`src/rtl/led_effect_sequencer_top_defines.svh`:
```
// Assertion macros for the LED effect sequencer.
// Used by led_effect_sequencer_top; expects clk and rst_n in scope.
`ifndef LED_EFFECT_SEQUENCER_TOP_DEFINES_SVH
`define LED_EFFECT_SEQUENCER_TOP_DEFINES_SVH

// Same-cycle implication, checked out of reset.
`define LES_ASSERT_NOW(label, ante, cons, msg) \
    label: assert property (@(posedge clk) disable iff (!rst_n) (ante) |-> (cons)) \
        else $error(msg);

// Next-cycle implication, checked out of reset.
`define LES_ASSERT_NEXT(label, ante, cons, msg) \
    label: assert property (@(posedge clk) disable iff (!rst_n) (ante) |=> (cons)) \
        else $error(msg);

`endif

```
`src/rtl/les_pkg.sv`:
```
// Types and codes of the LED effect sequencer.
// No dependencies; used by the interfaces and the top level.
package les_pkg;

    typedef logic [7:0] level_t;
    typedef logic [2:0] prog_t;
    typedef logic [1:0] phase_t;
    typedef logic [2:0] chan_t;
    typedef logic [9:0] duty_t;
    typedef logic [2:0] count_t;
    typedef logic [2:0] cfg_addr_t;

    // Operation codes
    localparam logic OP_TICK = 1'b0;
    localparam logic OP_LOAD = 1'b1;

    // Channel programs
    localparam prog_t PRG_OFF     = 3'd0;
    localparam prog_t PRG_NOMINAL = 3'd1;
    localparam prog_t PRG_MAX     = 3'd2;
    localparam prog_t PRG_BRAKE   = 3'd3;
    localparam prog_t PRG_FADE    = 3'd4;
    localparam prog_t PRG_FLASH   = 3'd5;

    // Program phases
    localparam phase_t PH_START  = 2'd0;
    localparam phase_t PH_ACTIVE = 2'd1;
    localparam phase_t PH_FALL   = 2'd2;

    // Configuration register indexes
    localparam cfg_addr_t CFG_MAX_LEVEL      = 3'd0;
    localparam cfg_addr_t CFG_MIN_LEVEL      = 3'd1;
    localparam cfg_addr_t CFG_BRAKE_LEVEL    = 3'd2;
    localparam cfg_addr_t CFG_BACK_NOMINAL   = 3'd3;
    localparam cfg_addr_t CFG_FRONT_NOMINAL  = 3'd4;
    localparam cfg_addr_t CFG_STEP_SIZE      = 3'd5;
    localparam cfg_addr_t CFG_DONE_THRESHOLD = 3'd6;

    // Number of duty fields in a result
    localparam int DUTY_FIELDS = 6;

    // One channel entry of the program memory
    typedef struct packed {
        prog_t  prog;
        level_t level;
        level_t speed;
        phase_t phase;
    } chan_entry_t;

    typedef enum logic [1:0] {
        ST_IDLE,
        ST_RUN,
        ST_FINISH
    } state_t;

endpackage

```
`src/rtl/les_intf.sv`:
```
// Handshake channels of the LED effect sequencer: command, result, config.
// Depends on les_pkg for payload types.
interface les_in_if;
    logic               valid;
    logic               ready;
    logic               operation;
    les_pkg::chan_t     channel;
    les_pkg::prog_t     program_req;
    les_pkg::level_t    level;
    les_pkg::phase_t    phase;
    les_pkg::level_t    speed;

    modport source (output valid, operation, channel, program_req, level, phase, speed,
                    input ready);
    modport sink   (input valid, operation, channel, program_req, level, phase, speed,
                    output ready);
endinterface

interface les_out_if;
    logic               valid;
    logic               ready;
    les_pkg::duty_t     duty_ch0;
    les_pkg::duty_t     duty_ch1;
    les_pkg::duty_t     duty_ch2;
    les_pkg::duty_t     duty_ch3;
    les_pkg::duty_t     duty_ch4;
    les_pkg::duty_t     duty_ch5;
    les_pkg::count_t    done_count;
    logic               all_done;

    modport source (output valid, duty_ch0, duty_ch1, duty_ch2, duty_ch3, duty_ch4,
                    duty_ch5, done_count, all_done, input ready);
    modport sink   (input valid, duty_ch0, duty_ch1, duty_ch2, duty_ch3, duty_ch4,
                    duty_ch5, done_count, all_done, output ready);
endinterface

interface les_cfg_if;
    logic                  valid;
    logic                  ready;
    les_pkg::cfg_addr_t    addr;
    les_pkg::level_t       data;

    modport source (output valid, addr, data, input ready);
    modport sink   (input valid, addr, data, output ready);
endinterface

```
`src/rtl/led_effect_sequencer_top.sv`:
```
// LED effect sequencer top level: channel program memory, tick sequencer, result register.
// Depends on les_pkg, les_intf.sv and led_effect_sequencer_top_defines.svh.
`include "led_effect_sequencer_top_defines.svh"

// A load transaction writes one channel entry and presents its result on the cycle after
// acceptance. A tick transaction walks the channels one per cycle through the single read
// port of the channel memory: each entry is read, updated and written back in the next
// cycle; the result is registered from the FINISH state after the last channel. One
// transaction is in work at a time; a new command is taken once the block
// is idle and the result register is empty or being emptied. Config writes are always
// ready and take effect on the next cycle. Channel state clears at reset with no sweep.
module led_effect_sequencer_top #(
    parameter int NUM_CHANNELS = 6,
    parameter int DUTY_SCALE   = 4
) (
    input  logic       clk,
    input  logic       rst_n,
    les_in_if.sink     cmd,
    les_out_if.source  res,
    les_cfg_if.sink    cfg
);
    import les_pkg::*;

    localparam int CH_W      = (NUM_CHANNELS > 1) ? $clog2(NUM_CHANNELS) : 1;
    localparam int CNT_W     = $clog2(NUM_CHANNELS + 1);
    localparam int NUM_SHOWN = (NUM_CHANNELS < DUTY_FIELDS) ? NUM_CHANNELS : DUTY_FIELDS;
    localparam int PROD_RAW  = 8 + $clog2(DUTY_SCALE + 1);
    localparam int PROD_W    = (PROD_RAW > 10) ? PROD_RAW : 10;
    localparam logic [CH_W-1:0] LAST_CH = CH_W'(NUM_CHANNELS - 1);

    // Configuration registers
    level_t max_level_reg;
    level_t min_level_reg;
    level_t brake_level_reg;
    level_t back_nominal_reg;
    level_t front_nominal_reg;
    level_t step_size_reg;
    count_t done_threshold_reg;

    // Control
    state_t            state_reg, state_next;
    logic [CH_W-1:0]   rd_idx_reg, rd_idx_next;
    logic              s1_vld_reg;
    logic [CH_W-1:0]   s1_ch_reg;
    logic [CNT_W-1:0]  done_acc_reg;
    logic [CNT_W-1:0]  done_total;
    count_t            done_sat;

    // Channel memories and their reset tracking
    chan_entry_t       main_mem [NUM_CHANNELS];
    level_t            cnt_mem  [NUM_CHANNELS];
    logic [NUM_CHANNELS-1:0] main_vld_reg;
    logic [NUM_CHANNELS-1:0] cnt_vld_reg;
    chan_entry_t       main_rd_reg;
    level_t            cnt_rd_reg;
    logic              main_rd_vld_reg;
    logic              cnt_rd_vld_reg;

    logic              mem_we;
    logic [CH_W-1:0]   mem_waddr;
    chan_entry_t       mem_wdata;

    // Channel update
    chan_entry_t       cur;
    chan_entry_t       nxt;
    level_t            cnt_cur;
    level_t            cnt_new;
    level_t            cnt_inc;
    level_t            cnt_step;
    logic              stepped;
    logic [8:0]        rise_sum;
    logic              fall_neg;
    level_t            fall_val;
    level_t            nom_lvl;
    level_t            floor_lvl;
    logic              fin;

    // Result
    logic              res_vld_reg;
    count_t            done_cnt_reg;
    logic              all_done_reg;
    level_t            lvl_reg [NUM_SHOWN];
    duty_t             duty_w  [DUTY_FIELDS];

    logic              cmd_acc;
    logic              load_hit;

    assign cmd.ready = (state_reg == ST_IDLE) && (!res_vld_reg || res.ready);
    assign cmd_acc   = cmd.valid && cmd.ready;
    assign load_hit  = cmd_acc && (cmd.operation == OP_LOAD)
                       && (5'(cmd.channel) < 5'(NUM_CHANNELS));

    // ---------------- configuration ----------------
    assign cfg.ready = 1'b1;

    always_ff @(posedge clk or negedge rst_n)
    begin
        if (!rst_n)
        begin
            max_level_reg      <= 8'd255;
            min_level_reg      <= 8'd0;
            brake_level_reg    <= 8'd200;
            back_nominal_reg   <= 8'd64;
            front_nominal_reg  <= 8'd128;
            step_size_reg      <= 8'd1;
            done_threshold_reg <= 3'd5;
        end
        else if (cfg.valid)
        begin
            unique case (cfg.addr)
                CFG_MAX_LEVEL:      max_level_reg      <= cfg.data;
                CFG_MIN_LEVEL:      min_level_reg      <= cfg.data;
                CFG_BRAKE_LEVEL:    brake_level_reg    <= cfg.data;
                CFG_BACK_NOMINAL:   back_nominal_reg   <= cfg.data;
                CFG_FRONT_NOMINAL:  front_nominal_reg  <= cfg.data;
                CFG_STEP_SIZE:      step_size_reg      <= cfg.data;
                CFG_DONE_THRESHOLD: done_threshold_reg <= cfg.data[2:0];
                default:            ;
            endcase
        end
    end

    // ---------------- sequencer ----------------
    always_comb
    begin
        state_next  = state_reg;
        rd_idx_next = rd_idx_reg;
        unique case (state_reg)
            ST_IDLE:
            begin
                if (cmd_acc && (cmd.operation == OP_TICK))
                begin
                    state_next  = ST_RUN;
                    rd_idx_next = '0;
                end
            end
            ST_RUN:
            begin
                if (rd_idx_reg == LAST_CH)
                    state_next = ST_FINISH;
                else
                    rd_idx_next = rd_idx_reg + 1'b1;
            end
            ST_FINISH:
                state_next = ST_IDLE;
            default:
                state_next = ST_IDLE;
        endcase
    end

    always_ff @(posedge clk or negedge rst_n)
    begin
        if (!rst_n)
        begin
            state_reg    <= ST_IDLE;
            rd_idx_reg   <= '0;
            s1_vld_reg   <= 1'b0;
            s1_ch_reg    <= '0;
            done_acc_reg <= '0;
        end
        else
        begin
            state_reg  <= state_next;
            rd_idx_reg <= rd_idx_next;
            // the read issued in RUN is updated and written back in the next cycle
            s1_vld_reg <= (state_reg == ST_RUN);
            s1_ch_reg  <= rd_idx_reg;
            if (cmd_acc)
                done_acc_reg <= '0;
            else if (s1_vld_reg)
                done_acc_reg <= done_total;
        end
    end

    assign done_total = done_acc_reg + CNT_W'(fin);
    assign done_sat   = (int'(done_total) > 7) ? 3'd7 : 3'(done_total);

    // ---------------- channel memories ----------------
    assign mem_we    = s1_vld_reg || load_hit;
    assign mem_waddr = s1_vld_reg ? s1_ch_reg : CH_W'(cmd.channel);
    assign mem_wdata = s1_vld_reg ? nxt
                                  : chan_entry_t'{prog: cmd.program_req, level: cmd.level,
                                                  speed: cmd.speed, phase: cmd.phase};

    always_ff @(posedge clk)
    begin
        if (mem_we)
            main_mem[mem_waddr] <= mem_wdata;
        if (s1_vld_reg)
            cnt_mem[s1_ch_reg] <= cnt_new;
        main_rd_reg     <= main_mem[rd_idx_reg];
        cnt_rd_reg      <= cnt_mem[rd_idx_reg];
        main_rd_vld_reg <= main_vld_reg[rd_idx_reg];
        cnt_rd_vld_reg  <= cnt_vld_reg[rd_idx_reg];
    end

    always_ff @(posedge clk or negedge rst_n)
    begin
        if (!rst_n)
        begin
            main_vld_reg <= '0;
            cnt_vld_reg  <= '0;
        end
        else
        begin
            if (mem_we)
                main_vld_reg[mem_waddr] <= 1'b1;
            if (s1_vld_reg)
                cnt_vld_reg[s1_ch_reg] <= 1'b1;
        end
    end

    // ---------------- channel update ----------------
    assign cur     = main_rd_vld_reg ? main_rd_reg : '0;
    assign cnt_cur = cnt_rd_vld_reg ? cnt_rd_reg : '0;

    always_comb
    begin
        if (int'(s1_ch_reg) < 2)
            nom_lvl = max_level_reg;
        else if (int'(s1_ch_reg) < 4)
            nom_lvl = back_nominal_reg;
        else
            nom_lvl = front_nominal_reg;
    end

    always_comb
    begin
        nxt       = cur;
        cnt_new   = cnt_cur;
        fin       = 1'b1;
        cnt_inc   = cnt_cur + 8'd1;
        stepped   = (cnt_inc > cur.speed);
        cnt_step  = stepped ? 8'd0 : cnt_inc;
        rise_sum  = {1'b0, cur.level} + (stepped ? {1'b0, step_size_reg} : 9'd0);
        fall_neg  = stepped && (step_size_reg > cur.level);
        fall_val  = stepped ? (cur.level - step_size_reg) : cur.level;
        floor_lvl = (nom_lvl == max_level_reg) ? min_level_reg : nom_lvl;
        case (cur.prog) inside
            PRG_NOMINAL, PRG_MAX:
            begin
                nxt.level = (cur.prog == PRG_MAX) ? max_level_reg : nom_lvl;
                nxt.speed = '0;
                nxt.phase = PH_START;
                cnt_new   = '0;
            end
            PRG_BRAKE:
                nxt.level = brake_level_reg;
            PRG_FADE:
            begin
                case (cur.phase)
                    PH_START:
                    begin
                        cnt_new   = '0;
                        nxt.phase = PH_ACTIVE;
                        fin       = 1'b0;
                    end
                    PH_ACTIVE:
                    begin
                        if (rise_sum > {1'b0, max_level_reg})
                        begin
                            nxt.level = max_level_reg;
                            nxt.phase = PH_FALL;
                            cnt_new   = '0;
                        end
                        else
                        begin
                            nxt.level = rise_sum[7:0];
                            cnt_new   = cnt_step;
                        end
                    end
                    PH_FALL:
                    begin
                        // a fall below zero always reaches the floor
                        if (fall_neg || (fall_val <= floor_lvl))
                        begin
                            nxt.level = floor_lvl;
                            nxt.phase = PH_ACTIVE;
                            cnt_new   = '0;
                        end
                        else
                        begin
                            nxt.level = fall_val;
                            cnt_new   = cnt_step;
                        end
                    end
                    default:
                    begin
                        nxt.phase = PH_START;
                        fin       = 1'b0;
                    end
                endcase
            end
            PRG_FLASH:
            begin
                case (cur.phase)
                    PH_START:
                    begin
                        cnt_new   = '0;
                        nxt.phase = PH_ACTIVE;
                        fin       = 1'b0;
                    end
                    PH_ACTIVE:
                    begin
                        cnt_new = cnt_step;
                        if (stepped)
                            nxt.level = (cur.level == max_level_reg) ? 8'd0 : max_level_reg;
                    end
                    default:
                    begin
                        nxt.phase = PH_START;
                        fin       = 1'b0;
                    end
                endcase
            end
            default:
            begin
                // off, and unused program codes
                nxt.level = '0;
                nxt.speed = '0;
                nxt.phase = PH_START;
                cnt_new   = '0;
            end
        endcase
    end

    // ---------------- result ----------------
    always_ff @(posedge clk or negedge rst_n)
    begin
        if (!rst_n)
        begin
            res_vld_reg  <= 1'b0;
            done_cnt_reg <= '0;
            all_done_reg <= 1'b0;
        end
        else
        begin
            if (cmd_acc && (cmd.operation == OP_LOAD))
            begin
                res_vld_reg  <= 1'b1;
                done_cnt_reg <= '0;
                all_done_reg <= 1'b0;
            end
            else if (state_reg == ST_FINISH)
            begin
                res_vld_reg  <= 1'b1;
                done_cnt_reg <= done_sat;
                all_done_reg <= (done_sat >= done_threshold_reg);
            end
            else if (res.ready)
                res_vld_reg <= 1'b0;
        end
    end

    // level copy of the reported channels, kept alongside the memory
    for (genvar k = 0; k < NUM_SHOWN; k++)
    begin : g_lvl
        always_ff @(posedge clk or negedge rst_n)
        begin
            if (!rst_n)
                lvl_reg[k] <= '0;
            else if (s1_vld_reg && (int'(s1_ch_reg) == k))
                lvl_reg[k] <= nxt.level;
            else if (load_hit && (int'(cmd.channel) == k))
                lvl_reg[k] <= cmd.level;
        end
    end

    for (genvar k = 0; k < DUTY_FIELDS; k++)
    begin : g_duty
        if (k < NUM_SHOWN)
        begin : g_on
            logic [PROD_W-1:0] prod;
            assign prod      = PROD_W'(lvl_reg[k]) * PROD_W'(DUTY_SCALE);
            assign duty_w[k] = prod[9:0];
        end
        else
        begin : g_off
            assign duty_w[k] = '0;
        end
    end

    assign res.valid      = res_vld_reg;
    assign res.duty_ch0   = duty_w[0];
    assign res.duty_ch1   = duty_w[1];
    assign res.duty_ch2   = duty_w[2];
    assign res.duty_ch3   = duty_w[3];
    assign res.duty_ch4   = duty_w[4];
    assign res.duty_ch5   = duty_w[5];
    assign res.done_count = done_cnt_reg;
    assign res.all_done   = all_done_reg;

    // ---------------- assertions ----------------
    `LES_ASSERT_NOW(a_no_result_mid_tick, res.valid, state_reg == ST_IDLE,
        "result valid while a tick is in work")
    `LES_ASSERT_NOW(a_writeback_in_tick, s1_vld_reg,
        (state_reg == ST_RUN) || (state_reg == ST_FINISH),
        "channel write-back outside a tick")
    `LES_ASSERT_NOW(a_finish_last_channel, state_reg == ST_FINISH,
        s1_vld_reg && (s1_ch_reg == LAST_CH),
        "tick finished before the last channel was updated")
    `LES_ASSERT_NEXT(a_tick_starts, cmd_acc && (cmd.operation == OP_TICK),
        (state_reg == ST_RUN) && (rd_idx_reg == '0),
        "accepted tick did not start at channel zero")
    `LES_ASSERT_NEXT(a_finish_gives_result, state_reg == ST_FINISH, res.valid,
        "tick finished without a result")

endmodule

```
`src/flat_wrapper.sv`:
```
// flat-port wrapper written by rule: the top's interface ports become plain ports
module led_effect_sequencer_top_flat import les_pkg::*;
#(
    parameter int NUM_CHANNELS = 6,
    parameter int DUTY_SCALE   = 4
)
  (clk, rst_n, cmd_valid, cmd_operation, cmd_channel, cmd_program_req, cmd_level, cmd_phase, cmd_speed, cmd_ready, res_valid, res_duty_ch0, res_duty_ch1, res_duty_ch2, res_duty_ch3, res_duty_ch4, res_duty_ch5, res_done_count, res_all_done, res_ready, cfg_valid, cfg_addr, cfg_data, cfg_ready);
  les_in_if cmd_i ();
  les_out_if res_i ();
  les_cfg_if cfg_i ();
  input  logic clk;
  input  logic rst_n;
  input wire logic [$bits(cmd_i.valid)-1:0] cmd_valid;
  input wire logic [$bits(cmd_i.operation)-1:0] cmd_operation;
  input wire logic [$bits(cmd_i.channel)-1:0] cmd_channel;
  input wire logic [$bits(cmd_i.program_req)-1:0] cmd_program_req;
  input wire logic [$bits(cmd_i.level)-1:0] cmd_level;
  input wire logic [$bits(cmd_i.phase)-1:0] cmd_phase;
  input wire logic [$bits(cmd_i.speed)-1:0] cmd_speed;
  output wire logic [$bits(cmd_i.ready)-1:0] cmd_ready;
  output wire logic [$bits(res_i.valid)-1:0] res_valid;
  output wire logic [$bits(res_i.duty_ch0)-1:0] res_duty_ch0;
  output wire logic [$bits(res_i.duty_ch1)-1:0] res_duty_ch1;
  output wire logic [$bits(res_i.duty_ch2)-1:0] res_duty_ch2;
  output wire logic [$bits(res_i.duty_ch3)-1:0] res_duty_ch3;
  output wire logic [$bits(res_i.duty_ch4)-1:0] res_duty_ch4;
  output wire logic [$bits(res_i.duty_ch5)-1:0] res_duty_ch5;
  output wire logic [$bits(res_i.done_count)-1:0] res_done_count;
  output wire logic [$bits(res_i.all_done)-1:0] res_all_done;
  input wire logic [$bits(res_i.ready)-1:0] res_ready;
  input wire logic [$bits(cfg_i.valid)-1:0] cfg_valid;
  input wire logic [$bits(cfg_i.addr)-1:0] cfg_addr;
  input wire logic [$bits(cfg_i.data)-1:0] cfg_data;
  output wire logic [$bits(cfg_i.ready)-1:0] cfg_ready;
  assign cmd_i.valid = cmd_valid;
  assign cmd_i.operation = cmd_operation;
  assign cmd_i.channel = cmd_channel;
  assign cmd_i.program_req = cmd_program_req;
  assign cmd_i.level = cmd_level;
  assign cmd_i.phase = cmd_phase;
  assign cmd_i.speed = cmd_speed;
  assign cmd_ready = cmd_i.ready;
  assign res_valid = res_i.valid;
  assign res_duty_ch0 = res_i.duty_ch0;
  assign res_duty_ch1 = res_i.duty_ch1;
  assign res_duty_ch2 = res_i.duty_ch2;
  assign res_duty_ch3 = res_i.duty_ch3;
  assign res_duty_ch4 = res_i.duty_ch4;
  assign res_duty_ch5 = res_i.duty_ch5;
  assign res_done_count = res_i.done_count;
  assign res_all_done = res_i.all_done;
  assign res_i.ready = res_ready;
  assign cfg_i.valid = cfg_valid;
  assign cfg_i.addr = cfg_addr;
  assign cfg_i.data = cfg_data;
  assign cfg_ready = cfg_i.ready;
  led_effect_sequencer_top #(.NUM_CHANNELS(NUM_CHANNELS), .DUTY_SCALE(DUTY_SCALE)) u_core (.clk(clk), .rst_n(rst_n), .cmd(cmd_i), .res(res_i), .cfg(cfg_i));
endmodule
```
`config.mk`:
```
export PLATFORM = sky130hd
export DESIGN_NAME = led_effect_sequencer_top_flat
export DESIGN_NICKNAME = d
export VERILOG_FILES = /design/src/rtl/les_pkg.sv /design/src/rtl/les_intf.sv /design/src/rtl/led_effect_sequencer_top.sv /design/src/flat_wrapper.sv
export VERILOG_INCLUDE_DIRS = /design/src /design/src/rtl
export SDC_FILE = /design/constraint.sdc
export NUM_CORES = 1
export LEC_CHECK = 0
export BUFFER_PORTS_ARGS = -buffer_cell sky130_fd_sc_hd__buf_4
export CELL_PAD_IN_SITES_DETAIL_PLACEMENT = 1
export CELL_PAD_IN_SITES_GLOBAL_PLACEMENT = 1
export CORE_MARGIN = 3
export CORE_UTILIZATION = 49
export DETAILED_ROUTE_END_ITERATION = 12
export GPL_ROUTABILITY_DRIVEN = 1
export PLACE_DENSITY_LB_ADDON = 0.1
export SLEW_MARGIN = 20
export SYNTH_ARGS = -nofsm -noshare
export SYNTH_HDL_FRONTEND = slang
export SYNTH_SLANG_ARGS = --single-unit
```
`constraint.sdc`:
```
create_clock -name clk -period 7.7 [get_ports clk]
set_input_delay 1.155 -clock clk [delete_from_list [all_inputs] [get_ports clk]]
set_output_delay 1.155 -clock clk [all_outputs]
set_load 0.02 [all_outputs]
```
==> results.ini <==
[grt]
grt_use_total_pct = 28.44
first_global_vias = 13060
antenna_found_initial = 0
grt.overflow.total = 0
grt_max_degree = 71
grt_pass1_wl_mm = 78.80

[clocking]
cts_tree = done
cts.sinks = 333
cts_resized = 0
cts_buffer_depth = 3
cts-root-buf = clkbuf_16
post_cts_buffers = 0
numCtsBuffers = 36
cts.clk_slew.worst_paths_ps = 60
insertion_delay_ps = 550
htreeDepth = 2
postCtsHoldBufs = 0

[synth]
ys_warn_count = 0
synth_cell_types = 83
synth_area_leaders = edfxtp_1 31%, dfrtp_1 17%, mux4_2 4.2%
synthMuxAreaShare_pct = 10.53
syn_inst = 1475
synth_top_family_by_area = compound AO/OA/AOI/OAI gates
ys.flop_type = edfxtp_1
synth_xor_area_share_pct = 1.617
synth_top_cell_area_share_pct = 31.12
yosysSeqAreaShare_pct = 54.02
synth-compound-area-share_pct = 13.09
netlist_area_sq_um = 16790
synth_fa_ha_area_share_pct = 4.114
synth-simple-area-share_pct = 12.77
postSynth.asyncResetShare_pct = 38.44
ys_ff_latch = 333
syn-mean-instance-area_sq_um = 11.38
yosysTopAreaCell = edfxtp_1
synth_edf_count = 174

[drt]
ant_nets = 0
avgRoutedWirePerCell_microns = 25.30
drt-vias-per-instance = 6.197
vias = 12620
drt_iter0_markers = 1126
dr.pass1.iters = 5
wl_mm = 51.51
drc = 0

[cells_and_area]
nNetsFinal = 1656
layout-drive-gt1-share_pct = 19.65
largest_register_ffs = 126
n_antenna_cell = 0
areaGrowthSynthToFinish_pct = 13.94

[die]
start_util_pct = 49.94
die_x_microns = 191.1
die_area_sq_um = 36520
coreArea_sq_um = 33620
rows = 67
die_h_microns = 191.1
num_io_pins = 108

[min_path]
hp-class = reg -> reg
hold_depth = 0

[placement]
place_congestion = 0.9429
dpl.hpwl_mm = 35.64
io_buffers = 94

[worst_setup_path]
cp_num_buf_inv = 3
crit_required_ps = 7980
crit_top_cell = ha_1
crit_arrival_ps = 7410
path_depth = 27
crit_path_max_incr_delay_ps = 620
worstPathMaxFanout = 17
slowest_stage = dfxtp_1
start_kind = register
worst-setup-path-type = reg -> reg
rr_worst_depth = 27
path_delay_family = compound AO/OA/AOI/OAI gates
cp-end-kind = register

[sta]
fin_crit_sh_pct = 92.67
fmax_mhz = 140.1
setup_viol = 0
max_slew_margin_pct = 30.20
maxSlewViolCount = 0
fin_worst_skew_ps = 31.79
rsz0062_at_grt = no
final_hold_viol_count = 0
fin_tns_setup_ps = 0
fin_crit_ps = 7135
worst_pin_slew_ps = 1039

[run_status]
outcome = finished clean

[job]
max-cap-violations = 0

## cell usage after synthesis, types with 4 or more instances
cell / instances
and4b_1: 4
nand3_1: 38
o32ai_1: 4
a211o_1: 4
buf_4: 14
o31a_1: 6
buf_1: 8
clkbuf_1: 46
buf_2: 17
o21ai_0: 61
ha_1: 52
a22oi_1: 13
and3_1: 51
nor2_1: 97
clkinv_1: 7
o21a_1: 10
nand4_1: 17
o21ai_1: 4
o31ai_1: 8
a31oi_1: 58
mux2i_1: 45
a41oi_2: 4
mux2_2: 55
nor3_1: 15
or2_2: 7
xor2_1: 11
inv_1: 58
edfxtp_1: 174
nand2b_1: 14
mux4_2: 31
dfxtp_1: 31
nand2_1: 165
a21o_1: 8
a211oi_1: 8
a21oi_1: 65
o22ai_1: 16
dfstp_2: 16
dfrtp_1: 112
a221o_1: 6
o211ai_1: 7
and2_1: 10
nor2b_1: 13
xnor2_1: 20
## metal layers
layer / vias up / track usage, % / wire [microns]
met5: - / 0.4121 / 0
met4: 0 / 6.717 / 1137
met3: 79 / 5.006 / 3414
met2: 400 / 45.90 / 24120
met1: 6503 / 40.38 / 22830
li1: 5635 / - / -
## per-stage QoR
step	cell area, sq um	utilization, %	setup slack (ps)	hold slack, ps	instances
after floorplan	16830	-	1363	351.9	1486
after global placement	17940	53.38	797.1	392.1	1971
after detailed placement	17950	53.40	518.7	394.1	1971
after CTS	19110	56.84	472.0	407.7	2036
after global routing	19130	56.90	27.98	426.4	2036
final	19130	56.90	564.5	408.4	2036
## logic make-up (layout without fill, tap and decap cells)
family                   count (synthesis)  count (layout)
AND/OR/NAND/NOR                        450             450
flip-flops                             333             333
multiplexers                           131             131
buffers and inverters                  151             253
AO/OA/AOI/OAI                          323             323
XOR/XNOR                                31              31
adder cells (fa/ha/maj)                 54              54
other                                    2              13
## cell usage in the layout (no fill, tap or decap), types with 31 or more instances in the layout
cell type	n
a31oi_1	58
nand3_1	38
a21oi_1	65
edfxtp_1	174
mux2_2	55
mux2i_1	45
dfrtp_1	109
dfxtp_1	31
clkbuf_16	37
buf_4	121
inv_1	58
ha_1	52
mux4_2	31
and3_1	51
o21ai_0	55
nor2_1	97
nand2_1	165
## final timing paths
| kind | slack, ps | startpoint | endpoint |
|---|---|---|---|
| setup / recovery | 560 | u_core.cnt_rd_vld_reg | u_core.cnt_mem[1][3] |
| hold / removal | 410 | u_core.rd_idx_reg[1] | u_core.s1_ch_reg[1] |
| setup reg to reg | 560 | u_core.cnt_rd_vld_reg | u_core.cnt_mem[1][3] |
| hold reg to reg | 410 | u_core.rd_idx_reg[1] | u_core.s1_ch_reg[1] |
| max in group asynchronous | 5690 | rst_n | u_core.rd_idx_reg[0] |
| min in group asynchronous | 630 | rst_n | u_core.step_size_reg[4] |
## final cells by class
type	count	area, sq um
sequential	333	9075
timing repair buffer	122	919.6
tap	448	560.5
clock inverter	18	175.2
multi-input combinational	1002	7166
clock buffer	47	983.4
inverter	66	247.7
fill	3512	14490
Power is left out: the tool's default activity adds up to more than one toggle a clock period on the data nets, which glitch-free logic cannot reach.
